===== config.mk =====
export PLATFORM = sky130hd
export DESIGN_NAME = date_add_days_unit
export DESIGN_NICKNAME = d
export VERILOG_FILES = /design/src/rtl/dad_pkg.sv /design/src/rtl/dad_ctrl.sv /design/src/rtl/dad_datapath.sv /design/src/rtl/date_add_days_unit.sv
export SDC_FILE = /design/constraint.sdc
export NUM_CORES = 1
export LEC_CHECK = 0
export BUFFER_PORTS_ARGS = -buffer_cell sky130_fd_sc_hd__buf_2
export CAP_MARGIN = 20
export CORE_MARGIN = 1.5
export CORE_UTILIZATION = 60
export DETAILED_ROUTE_END_ITERATION = 8
export PLACE_DENSITY = 0.81
export SLEW_MARGIN = 20
export SYNTH_ARGS = -nofsm -noshare
export SYNTH_HDL_FRONTEND = slang
export SYNTH_SLANG_ARGS = --single-unit

===== constraint.sdc =====
create_clock -name clk_i -period 11.9 [get_ports clk_i]
set_clock_uncertainty 0.2 [all_clocks]
set_input_delay 0.595 -clock clk_i [delete_from_list [all_inputs] [get_ports clk_i]]
set_output_delay 0.595 -clock clk_i [all_outputs]
set_load 0.02 [all_outputs]

===== src/rtl/dad_pkg.sv =====
package dad_pkg;

  // input item of one transfer
  typedef struct packed {
    logic [4:0]  start_day;
    logic [3:0]  start_month;
    logic [13:0] start_year;
    logic [15:0] days_to_add;
  } req_t;

  // result item of one transfer
  typedef struct packed {
    logic [4:0]  result_day;
    logic [3:0]  result_month;
    logic [13:0] result_year;
    logic        input_invalid;
  } res_t;

  // controller states
  typedef enum logic [1:0] {
    ST_IDLE,
    ST_CHECK,
    ST_WALK,
    ST_DONE
  } state_e;

  // commands from controller to datapath
  typedef struct packed {
    logic load;
    logic check;
    logic walk;
  } cmd_t;

  // status from datapath to controller
  typedef struct packed {
    logic invalid;
    logic walk_done;
  } sts_t;

  localparam int unsigned DayW   = 17;  // start day plus count
  localparam int unsigned YearW  = 15;  // room for years walked past 16383
  localparam int unsigned Cyc400W = 9;  // year position inside a 400 year cycle
  localparam int unsigned Cycle400 = 400;
  localparam int unsigned Cycle100 = 100;

  // month length, zero for codes that are no month
  function automatic logic [4:0] month_len(input logic [3:0] m, input logic leap);
    logic [4:0] len;
    case (m)
      4'd1, 4'd3, 4'd5, 4'd7, 4'd8, 4'd10, 4'd12: len = 5'd31;
      4'd4, 4'd6, 4'd9, 4'd11:                    len = 5'd30;
      4'd2:                                       len = leap ? 5'd29 : 5'd28;
      default:                                    len = 5'd0;
    endcase
    return len;
  endfunction

  // leap test on the year position inside the 400 year cycle
  function automatic logic is_leap(input logic [Cyc400W-1:0] r);
    logic div4;
    logic century;
    div4    = (r[1:0] == 2'b00);
    century = (r == Cyc400W'(Cycle100)) || (r == Cyc400W'(2 * Cycle100)) ||
              (r == Cyc400W'(3 * Cycle100));
    return div4 && !century;
  endfunction

  // position of the following year inside the cycle
  function automatic logic [Cyc400W-1:0] next_cyc(input logic [Cyc400W-1:0] r);
    logic [Cyc400W-1:0] n;
    n = (r == Cyc400W'(Cycle400 - 1)) ? '0 : r + 1'b1;
    return n;
  endfunction

  // year mod 400 by restoring subtraction of scaled multiples
  function automatic logic [Cyc400W-1:0] year_mod400(input logic [13:0] y);
    logic [13:0] r;
    r = y;
    for (int k = 5; k >= 0; k--) begin
      if (r >= 14'(Cycle400 << k)) begin
        r = r - 14'(Cycle400 << k);
      end
    end
    return r[Cyc400W-1:0];
  endfunction

endpackage


===== src/rtl/dad_ctrl.sv =====
module dad_ctrl (
  input  logic          clk_i,
  input  logic          rst_ni,
  input  logic          start_i,
  input  dad_pkg::sts_t sts_i,
  output dad_pkg::cmd_t cmd_o,
  output logic          busy_o,
  output logic          done_o
);

  dad_pkg::state_e state_q, state_d;

  // state register
  always_ff @(posedge clk_i or negedge rst_ni) begin
    if (!rst_ni) begin
      state_q <= dad_pkg::ST_IDLE;
    end else begin
      state_q <= state_d;
    end
  end

  // next state
  always_comb begin
    state_d = state_q;
    case (state_q)
      dad_pkg::ST_IDLE: begin
        if (start_i) state_d = dad_pkg::ST_CHECK;
      end
      dad_pkg::ST_CHECK: begin
        state_d = sts_i.invalid ? dad_pkg::ST_DONE : dad_pkg::ST_WALK;
      end
      dad_pkg::ST_WALK: begin
        if (sts_i.walk_done) state_d = dad_pkg::ST_DONE;
      end
      dad_pkg::ST_DONE: begin
        state_d = dad_pkg::ST_IDLE;
      end
      default: begin
        state_d = dad_pkg::ST_IDLE;
      end
    endcase
  end

  // outputs
  always_comb begin
    cmd_o  = '0;
    busy_o = 1'b1;
    done_o = 1'b0;
    case (state_q)
      dad_pkg::ST_IDLE: begin
        busy_o     = 1'b0;
        cmd_o.load = start_i;
      end
      dad_pkg::ST_CHECK: begin
        cmd_o.check = 1'b1;
      end
      dad_pkg::ST_WALK: begin
        cmd_o.walk = 1'b1;
      end
      dad_pkg::ST_DONE: begin
        done_o = 1'b1;
      end
      default: begin
        busy_o = 1'b1;
      end
    endcase
  end

endmodule


===== src/rtl/dad_datapath.sv =====
module dad_datapath (
  input  logic          clk_i,
  input  dad_pkg::req_t req_i,
  input  dad_pkg::cmd_t cmd_i,
  output dad_pkg::sts_t sts_o,
  output dad_pkg::res_t res_o
);

  logic [dad_pkg::DayW-1:0]    day_q, day_d;
  logic [3:0]                  mon_q, mon_d;
  logic [dad_pkg::YearW-1:0]   year_q, year_d;
  logic [dad_pkg::Cyc400W-1:0] cyc_q, cyc_d;
  logic [15:0]                 cnt_q, cnt_d;
  logic                        inv_q, inv_d;

  logic [dad_pkg::Cyc400W-1:0] cyc_next;
  logic                        leap_cur;
  logic                        leap_next;
  logic [4:0]                  mlen;
  logic [8:0]                  ylen;
  logic                        year_step;
  logic                        month_step;
  logic                        invalid;

  // calendar lookups on the current date
  assign cyc_next  = dad_pkg::next_cyc(cyc_q);
  assign leap_cur  = dad_pkg::is_leap(cyc_q);
  assign leap_next = dad_pkg::is_leap(cyc_next);
  assign mlen      = dad_pkg::month_len(mon_q, leap_cur);

  // twelve months from here hold a leap day if this february or next one does
  assign ylen = (mon_q <= 4'd2) ? (leap_cur ? 9'd366 : 9'd365) :
                                  (leap_next ? 9'd366 : 9'd365);

  assign year_step  = day_q > dad_pkg::DayW'(ylen);
  assign month_step = day_q > dad_pkg::DayW'(mlen);

  // start date range check
  assign invalid = (mon_q == 4'd0) || (mon_q > 4'd12) || (day_q == '0) || month_step;

  assign sts_o.invalid   = invalid;
  assign sts_o.walk_done = !year_step && !month_step;

  // next datapath values
  always_comb begin
    day_d  = day_q;
    mon_d  = mon_q;
    year_d = year_q;
    cyc_d  = cyc_q;
    cnt_d  = cnt_q;
    inv_d  = inv_q;
    if (cmd_i.load) begin
      day_d  = dad_pkg::DayW'(req_i.start_day);
      mon_d  = req_i.start_month;
      year_d = dad_pkg::YearW'(req_i.start_year);
      cyc_d  = dad_pkg::year_mod400(req_i.start_year);
      cnt_d  = req_i.days_to_add;
      inv_d  = 1'b0;
    end else if (cmd_i.check) begin
      inv_d = invalid;
      if (!invalid) day_d = day_q + dad_pkg::DayW'(cnt_q);
    end else if (cmd_i.walk) begin
      if (year_step) begin
        // skip a whole year at once
        day_d  = day_q - dad_pkg::DayW'(ylen);
        year_d = year_q + 1'b1;
        cyc_d  = cyc_next;
      end else if (month_step) begin
        day_d = day_q - dad_pkg::DayW'(mlen);
        if (mon_q == 4'd12) begin
          mon_d  = 4'd1;
          year_d = year_q + 1'b1;
          cyc_d  = cyc_next;
        end else begin
          mon_d = mon_q + 1'b1;
        end
      end
    end
  end

  // working registers
  always_ff @(posedge clk_i) begin
    day_q  <= day_d;
    mon_q  <= mon_d;
    year_q <= year_d;
    cyc_q  <= cyc_d;
    cnt_q  <= cnt_d;
    inv_q  <= inv_d;
  end

  // result fields, cleared for a bad start date
  always_comb begin
    res_o = '0;
    res_o.input_invalid = inv_q;
    if (!inv_q) begin
      res_o.result_day   = day_q[4:0];
      res_o.result_month = mon_q;
      res_o.result_year  = year_q[13:0];
    end
  end

endmodule


===== src/rtl/date_add_days_unit.sv =====
// a start transfer goes through a check of the start date, the walk and then done_o; a bad
// start date goes from the check straight to done_o; one item is taken at a time and the
// next start is taken the cycle after done_o; the walk subtracts one year or one month per
// cycle; reset clears the controller to idle; results are never stalled by the receiver
module date_add_days_unit (
  input  logic          clk_i,
  input  logic          rst_ni,
  input  logic          start_i,
  input  dad_pkg::req_t req_i,
  output logic          busy_o,
  output logic          done_o,
  output dad_pkg::res_t res_o
);

  dad_pkg::cmd_t cmd;
  dad_pkg::sts_t sts;

  // sequencer
  dad_ctrl u_ctrl (
    .clk_i   (clk_i),
    .rst_ni  (rst_ni),
    .start_i (start_i),
    .sts_i   (sts),
    .cmd_o   (cmd),
    .busy_o  (busy_o),
    .done_o  (done_o)
  );

  // date registers and calendar arithmetic
  dad_datapath u_dp (
    .clk_i (clk_i),
    .req_i (req_i),
    .cmd_i (cmd),
    .sts_o (sts),
    .res_o (res_o)
  );

endmodule


======== Word-level counts from Yosys, hierarchy flattened ========
Index checks and enable logic that the tools add are counted.
operators by class
  add/sub/neg operators ................... 12
  multipliers ............................. 0
  divide/modulo/power cells ............... 0
  order comparisons ....................... 10
  eq/ne operators ......................... 28
  shift operators ......................... 0
  multiplexer cells ....................... 51
  bitwise logic cells ..................... 1
  reductions and logical operators ........ 37
operators with widths
  cell                     number
  $mux W14                 13
  $mux W17                 5
  $mux W9                  9
  $mux W15                 3
  $eq A9 B9 Y1 const B     3
  $mux W4                  6
  $mux W23                 1
  $eq A4 B4 Y1 const B     5
  $eq A9 B7 Y1 const B     2
  $eq A9 B8 Y1 const B     2
  $add A17 B16 Y17         1
  $gt A17 B5 Y1            1
  $gt A17 B9 Y1            1
  $logic_not A17 Y1        1
  $sub A17 B5 Y17          1
  $sub A17 B9 Y17          1
  $eq A4 B3 Y1 const B     4
  $add A15 B1 Y15 const B  1
  $pmux W5 S3              1
  $ge A14 B10 Y1 const B   1
  $ge A14 B11 Y1 const B   1
  $ge A14 B12 Y1 const B   1
  $ge A14 B13 Y1 const B   1
  $ge A14 B14 Y1 const B   1
  36 further kinds         73
storage, ports and cells
  register bits ........................... 64
  latch bits .............................. 0
  memory bits (writable) .................. 0
  ROM bits ................................ 0
  bits of input ports ..................... 42
  output and inout bits ................... 26
  logic and storage cells ................. 148
  memories kept ........................... 0

======== Logic depth before layout (Yosys ltp) ========
  depth in word-level cells ............... 18
  mapped depth ............................ 30
  depth with buffers taken out ............ 27

======== Cells and area by module ========
A second synthesis with hierarchy kept.
second synthesis, totals
  cells, all modules ...................... 774
  area, all modules ....................... 6491.2 µm²
by module, submodules not included
  module        times used  cells each  area an instance (µm²)  seq. area each (µm²)
  dad_datapath  1           755         6299.8                  1701.6
  dad_ctrl      1           19          191.4                   50.0

======== Least setup slack after synthesis ========
No wires, ideal clock.
  path type ............................... input port to flip-flop
  start ................................... in req_i[27] in the netlist's numbering
  end ..................................... reg u_dp.cyc_q[5] in the netlist's numbering, data pin
  library setup time ...................... 146 ps
  arrival time ............................ 5946 ps
  required time ........................... 11554 ps
  setup slack ............................. 5609 ps
  cell stages on the path ................. 29
  path buffers ............................ 3
  path through ............................ buf_4 o211ai_1 o21a_1 ha_1 nor4b_4 nand4_1 and3_1 buf_6 xnor2_4 a21oi_1 o32a_2 o211a_1 xnor2_1 ha_1 nand3_1 nand2_1 o32ai_1 o31a_1 o21ai_4 xnor2_1 ha_1 nand2_1 maj3_1 a21o_1 mux2i_1 o2111a_1 buf_6 mux2_2 a21oi_1
between the ends
  longest elaborated chain between the ends .. 18
  elaborated cells on any way between the ends .. 24
  classes of those cells .................. add/sub: 6; order compare: 6; mux: 12
RTL lines
  item                                                       RTL line                      source
  from (decl)                                                date_add_days_unit.sv:9       input dad_pkg::req_t req_i,
  $sub A14 B14 Y14 / $ge A14 B14 Y1 (equally long branches)  dad_pkg.sv:81, dad_pkg.sv:80
  $mux W14 *                                                 dad_pkg.sv:80                 if (r >= 14'(Cycle400 << k)) begin
  $mux W14 *                                                 dad_datapath.sv:52            if (cmd_i.load) begin
  $sub A14 B13 Y14 / $ge A14 B13 Y1 (equally long branches)  dad_pkg.sv:81, dad_pkg.sv:80
  $mux W14 *                                                 dad_pkg.sv:80
  $mux W14 *                                                 dad_datapath.sv:52
  $sub A14 B12 Y14 / $ge A14 B12 Y1 (equally long branches)  dad_pkg.sv:81, dad_pkg.sv:80
  $mux W14 *                                                 dad_pkg.sv:80
  [3 not listed]                                             -
  $mux W14 *                                                 dad_datapath.sv:52
  $sub A14 B10 Y14 / $ge A14 B10 Y1 (equally long branches)  dad_pkg.sv:81, dad_pkg.sv:80
  $mux W14 *                                                 dad_pkg.sv:80
  $mux W14 *                                                 dad_datapath.sv:52
  $ge A14 B9 Y1 / $sub A9 B9 Y9 (equally long branches)      dad_pkg.sv:80, dad_pkg.sv:81
  $mux W9 *                                                  dad_pkg.sv:80
  $mux W9 *                                                  dad_datapath.sv:52
  net u_dp.cyc_d (one bit)                                   dad_datapath.sv:12            logic [dad_pkg::Cyc400W-1:0] cyc_q, cyc_d;
  to (signal assigned)                                       dad_datapath.sv:86            cyc_q <= cyc_d;
  to (decl)                                                  dad_datapath.sv:12
The timed path passes the listed nets; every way through them passes the cells marked *. The select of a mux whose other input is x is not followed.
A chain may end at the register's enable or synchronous reset.

======== Final worst setup path ========
  start ................................... in req_i[26] in the netlist's numbering
  end ..................................... reg u_dp.cyc_q[5] in the netlist's numbering, data pin
Same word-level chain as after synthesis.

==> flow_summary.ini <==
[global_routing]
grt_overflow = 0
grt_pass1_wl_um = 24700
grt_max_degree = 43
grt_use_total_pct = 27.6
antenna_found_initial = 0
grt_pass1_vias = 5322

[floorplan]
core_area_sq_mm = 0.00986
pin_count = 68
placementRows = 36
die_area_sq_mm = 0.0108
dieWidth_um = 104
start_util_pct = 62.2
die_h_um = 104

[cells_and_area]
final_nets = 899
fillCellCount = 816
drive_above_1_share_pct = 13.6
final_area_sq_mm = 0.00672
layout_common_cells = 87 x nor2_1, 79 x nand2_1, 67 x buf_2, 60 x o21ai_0, 50 x a21oi_1
antenna_cells = 0
final_common_cell = nor2_1
area_growth_pct = 9.50

[placed_design]
gp_congestion = 0.913
dpl-instance-area_sq_mm = 0.00652
dpl.hpwl_um = 11200
io_buffers = 67

[synth]
synth-async-reset-ratio_pct = 3.17
yosysWarnings = 0
yosysSeqAreaShare_pct = 28.6
synth_seq_cells = 63
ys_types = 78
syn_area_sq_mm = 0.00613
synth_fp_nets = 846
synth_top_area_share_pct = 23.5
syn_area_per_cell_sq_um = 8.10
synthCells = 757
synth_edf_count = 48
synth_ff_type = edfxtp_1
synth_area_leaders = edfxtp_1 23%, ha_1 9.0%, nor2_1 5.3%
synth_area_leader_cell = edfxtp_1

[route]
drc_errors = 0
wl_per_cell_um = 16.1
vias = 5876
vias_per_cell = 6.20
drt_iter0_markers = 393
ant_nets = 0
wl_um = 15200
firstDrtPassIters = 5

[worst_setup_path]
critPathKind = input pin to flip-flop
critical_path_arrival_ns = 6.80
cp-start-kind = input pin
reg2reg_depth = 25
crit_path_max_fanout = 9
crit_required_ns = 11.89
cp-end-kind = flip-flop

[timing]
maxSlewViolCount = 0
worst-slew-pin-transition_ns = 0.985
rsz0062_at_grt = no
post-route-period-util_pct = 57.3
finalCriticalPeriod_ns = 6.81
hold_viol_final = 0
setup_viol = 0
slew_headroom_pct = 32.6
fmax_mhz = 147
fin_setup_tns_ns = 0

[clock_network]
path_clk_slew_ns = 0.08
cts_buffer_depth = 2
numCtsBuffers = 9
cts_sinks = 63
root_buffer = clkbuf_8
clk_latency_ns = 0.36
htree_levels = 3
tritoncts = done

[power]
power.density_mw_per_mm2 = 282
p_total_mw = 1.90
vdd_drop_max_mv = 0.111
leakage_nw = 2.78

[run]
cap_violations = 0

[outcome]
status = finished, final reports clean

[worst_hold_path]
hold_class = input pin to flip-flop
hold_depth = 1
[metrics by stage]
stage	instances	setup WS [ns]	utilization (%)	hold WS [ns]
final	948	5.09	68.1	0.204
after global placement	931	5.13	66.1	0.195
after global routing	948	4.69	68.1	0.189
after floorplan	757	5.61	-	0.0994
after detailed placement	931	4.84	66.1	0.197
after CTS	948	5.19	68.1	0.197
[cells by family (layout without fill, tap and decap cells)]
| family | Yosys count | count (layout) | synth area share [%] |
|---|---|---|---|
| AO/OA/AOI/OAI | 212 | 212 | 22.7 |
| XOR/XNOR | 46 | 46 | 7.00 |
| adder cells (fa/ha/maj) | 50 | 50 | 10.5 |
| buffers and inverters | 72 | 130 | 5.10 |
| flip-flops | 63 | 63 | 28.6 |
| multiplexers | 12 | 12 | 2.06 |
| AND/OR/NAND/NOR | 302 | 302 | 24.1 |
[cells in the mapped netlist (13+ instances only)]
cell and number:
edfxtp_1 48, nor2_1 87, nor2b_1 26, clkbuf_1 21
nor3_1 16, inv_1 40, a21oi_1 51, nand3_1 27
dfxtp_1 13, xnor2_1 32, nand2_1 79, o21ai_0 60
ha_1 44
[path summary, 6_finish.rpt]
check	startpoint	endpoint	slack, ns
min in group asynchronous	rst_ni	u_ctrl.state_q[0]	0.37
min	req_i[4]	u_dp.cnt_q[4]	0.20
max reg2reg	u_dp.cyc_q[0]	u_dp.day_q[16]	5.88
max in group asynchronous	rst_ni	u_ctrl.state_q[1]	11.01
max	req_i[26]	u_dp.cyc_q[5]	5.09
min reg2reg	u_dp.day_q[16]	u_dp.day_q[16]	0.33
[state kept, by name, summed over array words and instances (netlist names)]
signal          cells
u_dp.inv_q          1
u_dp.cyc_q          9
u_dp.mon_q          4
u_dp.day_q         17
u_dp.cnt_q         16
u_dp.year_q        14
u_ctrl.state_q      2
[what timing repair did]
action	4_1_cts	5_1_grt
endpoints found under the hold margin	2	0
hold buffers	1	0
resized for setup	0	0
buffers inserted	0	0
[critical path: stages]
cell,delay [ns]
buf_2,0.15
o211ai_1,0.29
o21a_1,0.22
ha_1,0.17
nor4b_4,0.23
nand4_1,0.19
and3_1,0.35
xnor2_4,0.34
a21oi_1,0.10
o32a_2,0.37
o211a_1,0.29
xnor2_1,0.34
ha_1,0.22
nand3_1,0.06
nand2_1,0.09
o32ai_1,0.08
o31a_1,0.31
o21ai_4,0.27
xnor2_1,0.21
ha_1,0.26
nand2_1,0.08
maj3_1,0.35
a21o_1,0.18
mux2i_1,0.14
o2111a_1,0.40
mux2_2,0.37
a21oi_1,0.13
[power breakdown]
part | internal, mW | switching, mW | leakage (nW)
clock network | 0.0956 | 0.0911 | 0.0859
logic | 0.484 | 0.714 | 2.11
registers | 0.381 | 0.130 | 0.582
total | 0.961 | 0.935 | 2.78
[per-layer routing]
metal  global-route usage (%)  wire [um]
met5                        0          0
met3                     3.88       1100
met1                     37.6       6750
met2                     44.5       7090
met4                     10.4        299
[area by class of cell]
type,instances,area (sq um),area share (%)
multi-input cells,622,4070,60.6
clock buffers,10,128,1.90
flip-flops and latches,63,1750,26.1
clock inverters,6,61.3,0.913
well taps,133,166,2.48
inverters,41,154,2.29
repair buffers,73,383,5.70
(Power assumes the default switching activity.)
